<file path="src/hdl/assert_macros.svh">
// ---------------------------------------------------------------------------
// assert_macros.svh
// Concurrent assertion shorthands for the RTL.
// ---------------------------------------------------------------------------
`ifndef ASSERT_MACROS_SVH
`define ASSERT_MACROS_SVH

// Same-cycle implication, off while reset is asserted
`define AST_IMP(lbl, clk, rstn, ante, cons, msg) \
  lbl: assert property (@(posedge clk) disable iff (!(rstn)) (ante) |-> (cons)) else $error(msg);

// Next-cycle implication, off while reset is asserted
`define AST_NEXT(lbl, clk, rstn, ante, cons, msg) \
  lbl: assert property (@(posedge clk) disable iff (!(rstn)) (ante) |=> (cons)) else $error(msg);

// Same-cycle implication that is also checked across reset
`define AST_ALWAYS(lbl, clk, ante, cons, msg) \
  lbl: assert property (@(posedge clk) (ante) |-> (cons)) else $error(msg);

`endif

</file>
<file path="src/hdl/sac_pkg.sv">
// ---------------------------------------------------------------------------
// sac_pkg
// Types, character codes and class codes of the sequence alphabet classifier.
// ---------------------------------------------------------------------------
package sac_pkg;

  // Default counter width
  localparam int DEF_COUNT_BITS = 32;

  // Class codes
  localparam logic [2:0] CODE_DNA      = 3'd0;
  localparam logic [2:0] CODE_RNA      = 3'd1;
  localparam logic [2:0] CODE_NUMERIC  = 3'd2;
  localparam logic [2:0] CODE_AA_STOP  = 3'd3;
  localparam logic [2:0] CODE_AA       = 3'd4;
  localparam logic [2:0] CODE_UNKNOWN  = 3'd5;

  // Nucleotide guess codes
  localparam logic GUESS_DNA = 1'b0;
  localparam logic GUESS_RNA = 1'b1;

  // ASCII characters of interest
  localparam logic [7:0] CH_DASH  = 8'h2D;
  localparam logic [7:0] CH_QUEST = 8'h3F;
  localparam logic [7:0] CH_STAR  = 8'h2A;
  localparam logic [7:0] CH_X     = 8'h58;
  localparam logic [7:0] CH_A     = 8'h41;
  localparam logic [7:0] CH_C     = 8'h43;
  localparam logic [7:0] CH_G     = 8'h47;
  localparam logic [7:0] CH_N     = 8'h4E;
  localparam logic [7:0] CH_T     = 8'h54;
  localparam logic [7:0] CH_U     = 8'h55;
  localparam logic [7:0] CH_0     = 8'h30;
  localparam logic [7:0] CH_9     = 8'h39;

  // Fraction threshold 0.95 as a ratio of integers
  localparam int PCT_SCALE = 100;
  localparam int PCT_LIMIT = 95;
  // Extra product bits for a factor of up to PCT_SCALE
  localparam int PCT_BITS  = 7;

  typedef struct packed {
    logic [7:0] symbol;
    logic       last;
  } sac_in_t;

  typedef struct packed {
    logic [2:0] alphabet_code;
    logic       nucleotide_guess;
  } sac_out_t;

endpackage

</file>
<file path="src/hdl/sac_counters.sv">
// ---------------------------------------------------------------------------
// sac_counters
// Character decode and saturating counters; snapshots the counts on the
// last item and clears them.
// ---------------------------------------------------------------------------
module sac_counters #(
  parameter int COUNT_BITS = 32
) (
  input  logic                  clk,
  input  logic                  rst_n,
  input  logic                  adv,
  input  logic                  item_valid,
  input  sac_pkg::sac_in_t      item,
  output logic                  snap_valid,
  output logic [COUNT_BITS-1:0] snap_total,
  output logic [COUNT_BITS-1:0] snap_gap,
  output logic [COUNT_BITS-1:0] snap_x,
  output logic [COUNT_BITS-1:0] snap_dna,
  output logic [COUNT_BITS-1:0] snap_rna,
  output logic [COUNT_BITS-1:0] snap_digit,
  output logic [COUNT_BITS-1:0] snap_stop
);
  import sac_pkg::*;

  function automatic logic [COUNT_BITS-1:0] sat_inc(
    input logic [COUNT_BITS-1:0] c,
    input logic                  en
  );
    sat_inc = (en && (c != '1)) ? c + COUNT_BITS'(1) : c;
  endfunction

  logic [COUNT_BITS-1:0] total_r, gap_r, x_r, dna_r, rna_r, digit_r, stop_r;
  logic [COUNT_BITS-1:0] total_nxt, gap_nxt, x_nxt, dna_nxt, rna_nxt, digit_nxt, stop_nxt;
  logic [COUNT_BITS-1:0] snap_total_r, snap_gap_r, snap_x_r, snap_dna_r;
  logic [COUNT_BITS-1:0] snap_rna_r, snap_digit_r, snap_stop_r;
  logic                  snap_valid_r;
  logic                  hit_gap, hit_x, hit_dna, hit_rna, hit_digit, hit_stop;
  logic                  step;

  // Decode the character
  always_comb begin
    hit_gap   = item.symbol inside {CH_DASH, CH_QUEST};
    hit_x     = (item.symbol == CH_X);
    hit_dna   = item.symbol inside {CH_A, CH_G, CH_C, CH_N, CH_T};
    hit_rna   = item.symbol inside {CH_A, CH_G, CH_C, CH_N, CH_U};
    hit_digit = item.symbol inside {[CH_0:CH_9]};
    hit_stop  = (item.symbol == CH_STAR);
  end

  // Counts including the current item
  always_comb begin
    step      = adv && item_valid;
    total_nxt = sat_inc(total_r, 1'b1);
    gap_nxt   = sat_inc(gap_r, hit_gap);
    x_nxt     = sat_inc(x_r, hit_x);
    dna_nxt   = sat_inc(dna_r, hit_dna);
    rna_nxt   = sat_inc(rna_r, hit_rna);
    digit_nxt = sat_inc(digit_r, hit_digit);
    stop_nxt  = sat_inc(stop_r, hit_stop);
  end

  // Advance the counters; clear them after the last item
  always_ff @(posedge clk) begin
    if (!rst_n) begin
      total_r <= '0;
      gap_r   <= '0;
      x_r     <= '0;
      dna_r   <= '0;
      rna_r   <= '0;
      digit_r <= '0;
      stop_r  <= '0;
    end else if (step) begin
      if (item.last) begin
        total_r <= '0;
        gap_r   <= '0;
        x_r     <= '0;
        dna_r   <= '0;
        rna_r   <= '0;
        digit_r <= '0;
        stop_r  <= '0;
      end else begin
        total_r <= total_nxt;
        gap_r   <= gap_nxt;
        x_r     <= x_nxt;
        dna_r   <= dna_nxt;
        rna_r   <= rna_nxt;
        digit_r <= digit_nxt;
        stop_r  <= stop_nxt;
      end
    end
  end

  // Mark a snapshot when the last item passes
  always_ff @(posedge clk) begin
    if (!rst_n) begin
      snap_valid_r <= 1'b0;
    end else if (adv) begin
      snap_valid_r <= item_valid && item.last;
    end
  end

  // Capture the final counts
  always_ff @(posedge clk) begin
    if (step && item.last) begin
      snap_total_r <= total_nxt;
      snap_gap_r   <= gap_nxt;
      snap_x_r     <= x_nxt;
      snap_dna_r   <= dna_nxt;
      snap_rna_r   <= rna_nxt;
      snap_digit_r <= digit_nxt;
      snap_stop_r  <= stop_nxt;
    end
  end

  assign snap_valid = snap_valid_r;
  assign snap_total = snap_total_r;
  assign snap_gap   = snap_gap_r;
  assign snap_x     = snap_x_r;
  assign snap_dna   = snap_dna_r;
  assign snap_rna   = snap_rna_r;
  assign snap_digit = snap_digit_r;
  assign snap_stop  = snap_stop_r;

endmodule

</file>
<file path="src/hdl/sac_classify.sv">
// ---------------------------------------------------------------------------
// sac_classify
// Turns a snapshot of counts into a class code and nucleotide guess over
// three register stages, the last being the result register.
// ---------------------------------------------------------------------------
module sac_classify #(
  parameter int COUNT_BITS = 32
) (
  input  logic                  clk,
  input  logic                  rst_n,
  input  logic                  adv,
  input  logic                  snap_valid,
  input  logic [COUNT_BITS-1:0] snap_total,
  input  logic [COUNT_BITS-1:0] snap_gap,
  input  logic [COUNT_BITS-1:0] snap_x,
  input  logic [COUNT_BITS-1:0] snap_dna,
  input  logic [COUNT_BITS-1:0] snap_rna,
  input  logic [COUNT_BITS-1:0] snap_digit,
  input  logic [COUNT_BITS-1:0] snap_stop,
  output logic                  res_valid,
  output sac_pkg::sac_out_t     res_item
);
  import sac_pkg::*;

  localparam int PROD_W = COUNT_BITS + PCT_BITS;

  // count*100 > den*95, exact
  function automatic logic over_95(
    input logic [COUNT_BITS-1:0] cnt,
    input logic [COUNT_BITS-1:0] den
  );
    over_95 = (PROD_W'(cnt) * PROD_W'(PCT_SCALE)) > (PROD_W'(den) * PROD_W'(PCT_LIMIT));
  endfunction

  // Stage 3: denominators and simple compares
  logic                  v3_r;
  logic [COUNT_BITS-1:0] nuc_den3_r, big3_r, dna3_r, rna3_r, digit3_r, x3_r;
  logic                  guess3_r, stop3_r, rna_le3_r;

  // Stage 4: fraction tests
  logic                  v4_r;
  logic [COUNT_BITS-1:0] dig_den4_r, digit4_r;
  logic                  dna95_4_r, rna95_4_r, half4_r, guess4_r, stop4_r, rna_le4_r;

  // Stage 5: result register
  logic                  res_valid_r;
  sac_out_t              res_item_r;
  logic                  dig95;
  logic [2:0]            code_nxt;

  // Hold all stages while the result waits
  always_ff @(posedge clk) begin
    if (!rst_n) begin
      v3_r        <= 1'b0;
      v4_r        <= 1'b0;
      res_valid_r <= 1'b0;
    end else if (adv) begin
      v3_r        <= snap_valid;
      v4_r        <= v3_r;
      res_valid_r <= v4_r;
    end
  end

  // Form the non-gap denominator and the nucleotide compares
  always_ff @(posedge clk) begin
    if (adv) begin
      nuc_den3_r <= (snap_total > snap_gap) ? snap_total - snap_gap : '0;
      big3_r     <= (snap_dna > snap_rna) ? snap_dna : snap_rna;
      guess3_r   <= (snap_dna > snap_rna) ? GUESS_DNA : GUESS_RNA;
      rna_le3_r  <= (snap_rna <= snap_dna);
      stop3_r    <= (snap_stop != '0);
      dna3_r     <= snap_dna;
      rna3_r     <= snap_rna;
      digit3_r   <= snap_digit;
      x3_r       <= snap_x;
    end
  end

  // Run the nucleotide fraction tests; form the digit denominator
  always_ff @(posedge clk) begin
    if (adv) begin
      dig_den4_r <= (nuc_den3_r > x3_r) ? nuc_den3_r - x3_r : '0;
      dna95_4_r  <= over_95(dna3_r, nuc_den3_r);
      rna95_4_r  <= over_95(rna3_r, nuc_den3_r);
      half4_r    <= {big3_r, 1'b0} > {1'b0, nuc_den3_r};
      digit4_r   <= digit3_r;
      guess4_r   <= guess3_r;
      stop4_r    <= stop3_r;
      rna_le4_r  <= rna_le3_r;
    end
  end

  // Pick the class in priority order
  always_comb begin
    dig95 = over_95(digit4_r, dig_den4_r);
    if (dna95_4_r && rna_le4_r) begin
      code_nxt = CODE_DNA;
    end else if (rna95_4_r) begin
      code_nxt = CODE_RNA;
    end else if (dig95) begin
      code_nxt = CODE_NUMERIC;
    end else if (half4_r) begin
      code_nxt = CODE_UNKNOWN;
    end else if (stop4_r) begin
      code_nxt = CODE_AA_STOP;
    end else begin
      code_nxt = CODE_AA;
    end
  end

  always_ff @(posedge clk) begin
    if (adv) begin
      res_item_r.alphabet_code    <= code_nxt;
      res_item_r.nucleotide_guess <= guess4_r;
    end
  end

  assign res_valid = res_valid_r;
  assign res_item  = res_item_r;

endmodule

</file>
<file path="src/hdl/sequence_alphabet_classifier.sv">
// ---------------------------------------------------------------------------
// sequence_alphabet_classifier
// Streaming alphabet guess (DNA, RNA, numeric, amino acids) over a set of
// sequences fed one character per item.
// ---------------------------------------------------------------------------
// Takes one character per clock cycle while in_stall is low, and gives one
// result per item marked last once that item has passed the input register,
// counters and snapshot, denominator stage, fraction-test stage and result
// register. All stages move together: the pipeline holds, and in_stall rises,
// only in a cycle in which a result sits in the output register and out_stall
// is high. Counters saturate at 2^COUNT_BITS - 1 and are cleared after each
// last item, so a new set may start in the very next cycle.
`include "assert_macros.svh"

module sequence_alphabet_classifier #(
  parameter int COUNT_BITS = sac_pkg::DEF_COUNT_BITS
) (
  input  logic              clk,
  input  logic              rst_n,
  input  logic              in_valid,
  output logic              in_stall,
  input  sac_pkg::sac_in_t  in_item,
  output logic              out_valid,
  input  logic              out_stall,
  output sac_pkg::sac_out_t out_item
);
  import sac_pkg::*;

  logic                  adv;
  logic                  s1_valid_r;
  sac_in_t               s1_item_r;
  logic                  snap_valid;
  logic [COUNT_BITS-1:0] snap_total, snap_gap, snap_x, snap_dna, snap_rna;
  logic [COUNT_BITS-1:0] snap_digit, snap_stop;

  // Advance unless a finished result is held
  assign adv      = !(out_valid && out_stall);
  assign in_stall = !adv;

  // Input register
  always_ff @(posedge clk) begin
    if (!rst_n) begin
      s1_valid_r <= 1'b0;
    end else if (adv) begin
      s1_valid_r <= in_valid;
    end
  end

  always_ff @(posedge clk) begin
    if (adv) begin
      s1_item_r <= in_item;
    end
  end

  sac_counters #(
    .COUNT_BITS (COUNT_BITS)
  ) u_counters (
    .clk        (clk),
    .rst_n      (rst_n),
    .adv        (adv),
    .item_valid (s1_valid_r),
    .item       (s1_item_r),
    .snap_valid (snap_valid),
    .snap_total (snap_total),
    .snap_gap   (snap_gap),
    .snap_x     (snap_x),
    .snap_dna   (snap_dna),
    .snap_rna   (snap_rna),
    .snap_digit (snap_digit),
    .snap_stop  (snap_stop)
  );

  sac_classify #(
    .COUNT_BITS (COUNT_BITS)
  ) u_classify (
    .clk        (clk),
    .rst_n      (rst_n),
    .adv        (adv),
    .snap_valid (snap_valid),
    .snap_total (snap_total),
    .snap_gap   (snap_gap),
    .snap_x     (snap_x),
    .snap_dna   (snap_dna),
    .snap_rna   (snap_rna),
    .snap_digit (snap_digit),
    .snap_stop  (snap_stop),
    .res_valid  (out_valid),
    .res_item   (out_item)
  );

  // A snapshot follows exactly the last items that advance
  `AST_NEXT(a_snap_on_last, clk, rst_n, adv,
            snap_valid == $past(s1_valid_r && s1_item_r.last),
            "snapshot does not match last item")
  // A held pipeline keeps its snapshot marker
  `AST_NEXT(a_snap_hold, clk, rst_n, !adv, $stable(snap_valid), "snapshot moved while held")
  // Nothing is valid right after reset
  `AST_ALWAYS(a_reset_clear, clk, rst_n && !$past(rst_n),
              !out_valid && !snap_valid && !s1_valid_r, "valid after reset")

endmodule
</file>
<file path="config.mk">
export PLATFORM = sky130hd
export DESIGN_NAME = sequence_alphabet_classifier
export DESIGN_NICKNAME = d
export VERILOG_FILES = /design/src/hdl/sac_pkg.sv /design/src/hdl/sac_counters.sv /design/src/hdl/sac_classify.sv /design/src/hdl/sequence_alphabet_classifier.sv
export VERILOG_INCLUDE_DIRS = /design/src /design/src/hdl
export SDC_FILE = /design/constraint.sdc
export NUM_CORES = 2
export LEC_CHECK = 0
export BUFFER_PORTS_ARGS = -buffer_cell sky130_fd_sc_hd__buf_2
export CAP_MARGIN = 20
export CORE_ASPECT_RATIO = 2
export CORE_MARGIN = 2
export CORE_UTILIZATION = 59
export DETAILED_ROUTE_END_ITERATION = 8
export PLACE_DENSITY = 0.78
export SYNTH_ARGS = -nofsm -noshare
export SYNTH_HDL_FRONTEND = slang
export SYNTH_SLANG_ARGS = --single-unit
export TNS_END_PERCENT = 100
</file>
<file path="constraint.sdc">
create_clock -name clk -period 12.85 [get_ports clk]
set_clock_uncertainty 0.1 [all_clocks]
set_input_delay 1.9275 -clock clk [delete_from_list [all_inputs] [get_ports clk]]
set_output_delay 1.9275 -clock clk [all_outputs]
set_load 0.02 [all_outputs]
</file>
==> flow_summary.yaml <==
clock_network:
  postCtsSetupBuffers: 0
  htree_num_levels: 3
  clk_pin_slew_ns: 0.10
  insertion_delay_ns: 0.69
  cts_tree: "done"
  numClockSinks: 731
  cts_root_buf: "clkbuf_16"
  cts_buffers: 68
  cts.path.max_buffers: 3
  ctsHoldBuffers: 0
  cts_resized: 0
logic_synthesis:
  synth_top_flop_cell: "edfxtp_1"
  synth.top_cells.by_area: "edfxtp_1 26%, ha_1 15%, fa_1 11%"
  synth_nets: 6983
  synth_cell_types: 89
  async_reset_ff_frac: 0
  synth-edff-count: 502
  syn_area_per_cell_sq_um: 9.802
  yosys_warnings: 0
  netlist_area_sq_um: 58210
  ys_seq_area_frac: 0.3377
  synth-seq-cells: 731
  synth_top_area_share: 0.2590
  syn-instance-count: 5938
  yosysTopAreaCell: "edfxtp_1"
layout:
  most-common-layout-cells: "905 x inv_1, 713 x ha_1, 502 x edfxtp_1"
  fill_cells: 8024
  final_common_cell: "inv_1"
  nets: 6945
  syn_to_final_growth_pct: 6.380
  drive_gt1_frac: 0.03324
  fin_area_sq_um: 61920
worst_setup_path:
  cp_num_buf_inv: 2
  start_kind: "flop"
  crit_type: "flop to flop"
  endpoint_kind: "flop"
  critPathSlowestCell: "a31oi_1"
  crit_path_max_fanout: 6
  cp_common_cell: "fa_1"
  crit_path_max_incr_delay_ns: 0.63
  crit_arrival_ns: 7.99
  cp_top_family: "compound AO/OA/AOI/OAI gates"
  cp.required_ns: 13.15
routing:
  dr_wl_met2_microns: 77340
  wl_met3_microns: 6519
  wirelength_microns: 147700
  drtPass1Iterations: 7
  drtAntennaViolNets: 0
  routed.top_layer: "met5"
  drc: 0
  routedWlPerCell_microns: 20.28
  drtIter0Drc: 2799
  drt-met1-wl_microns: 50970
  num_vias: 43342
  via_per_inst: 5.954
run_status:
  status: "finished clean"
power_and_ir_drop:
  pwr_density_cell_nw_per_um2: 223.5
  total_power_w: 0.01384
  p_leak_nw: 28.31
  peakVddDrop_mv: 0.4167
sta:
  max-slew-margin-rel: 0.2845
  final-max-slew-violation-count: 0
  period_minus_slack_ns: 7.696
  fmax_mhz: 129.9
  worst_slew_pin_slew_ns: 1.073
  rsz0062_at_grt: "false"
  finalSetupViolations: 0
  hold_viol_final: 0
  setup-tns-final_ns: 0
  whs_ns: 0.3129
  fin_crit_sh: 0.5989
floorplan:
  dieArea_sq_um: 101300
  initial_core_util: 0.5921
  row_count: 163
  die_height_microns: 448.2
  io_pins: 19
  core_area_sq_um: 98300
  dieWidth_microns: 226.1
global_routing:
  antenna_found_initial: 8
  grt_pass1_vias: 44431
  grt_max_degree: 99
  overflow: 0
  grt_pass1_wl_microns: 231800
  grt.total_usage: 0.2962
min_path:
  hp-class: "flop to flop"
flow_run:
  maxCapViolations: 0
placed_design:
  hpwl_microns: 115200
  place_area_sq_um: 59590
  gp_congestion: 0.9808
  portBuffers: 18
cells in the mapped netlist, drive strengths merged (22+ instances only):
cell	instances
and4	36
nor2b	130
o21ai	349
a211oi	26
a22oi	45
o21a	36
nand4	82
a21boi	64
xor2	198
nor2	310
a31oi	59
and2	22
and3	112
mux2	39
nand2b	47
nor3	52
clkbuf	120
a22o	28
a21oi	309
nand2	336
o31ai	39
edfxtp	502
inv	906
o21bai	31
nand3	130
ha	713
buf	28
a21o	167
dfxtp	229
or3	47
fa	319
nor4	41
xnor2	221
cells by family after synthesis:
family	after synthesis	share of synthesized area
flops	731	0.3377
simple gates	1400	0.1231
buf+inv	1054	0.06853
mux	40	0.007717
xor+xnor	419	0.06305
fa+ha+maj	1032	0.2630
compound gates	1262	0.1368
final cells by class:
| class | count | area [sq um] | share of cell area |
|---|---|---|---|
| diodes | 4 | 10.01 | 0.0001617 |
| clock buffers | 94 | 1914 | 0.03092 |
| clock inverters | 32 | 377.9 | 0.006102 |
| inverters | 906 | 3401 | 0.05492 |
| multi-input cells | 4153 | 34630 | 0.5593 |
| flip-flops and latches | 731 | 19660 | 0.3175 |
| well taps | 1320 | 1652 | 0.02667 |
| repair buffers | 40 | 274.0 | 0.004425 |
final timing paths:
path	start	endpoint	slack (ns)	cells after the start
worst min-delay path	u_counters.snap_x[27]	u_classify.x3_r[27]	0.31	0
worst max register to register	u_classify.dig_den4_r[11]	u_classify.res_item[2]	5.15	26
worst min register to register	u_counters.snap_x[27]	u_classify.x3_r[27]	0.31	0
worst max-delay path	u_classify.dig_den4_r[11]	u_classify.res_item[2]	5.15	26
report_power, final:
group	switching [W]	internal, W
Combinational	0.00541	0.00357
Clock	0.000954	0.00116
Sequential	0.000123	0.00261
Total	0.00649	0.00735
routing by layer:
| layer | up-vias | track usage |
|---|---|---|
| met3 | 517 | 0.03982 |
| met4 | 8 | 0.2247 |
| met5 | - | 0 |
| li1 | 20520 | - |
| met1 | 21004 | 0.2994 |
| met2 | 1293 | 0.5470 |
per-stage QoR:
| stage | std cells | utilization | setup WS, ns |
|---|---|---|---|
| after floorplan | 5938 | - | 1.561 |
| after global placement | 7148 | 0.6062 | 5.435 |
| after detailed placement | 7149 | 0.6062 | 5.312 |
| after CTS | 7275 | 0.6295 | 5.244 |
| after global routing | 7277 | 0.6298 | 4.737 |
| final | 7280 | 0.6299 | 5.154 |
(Power assumes the default switching activity.)
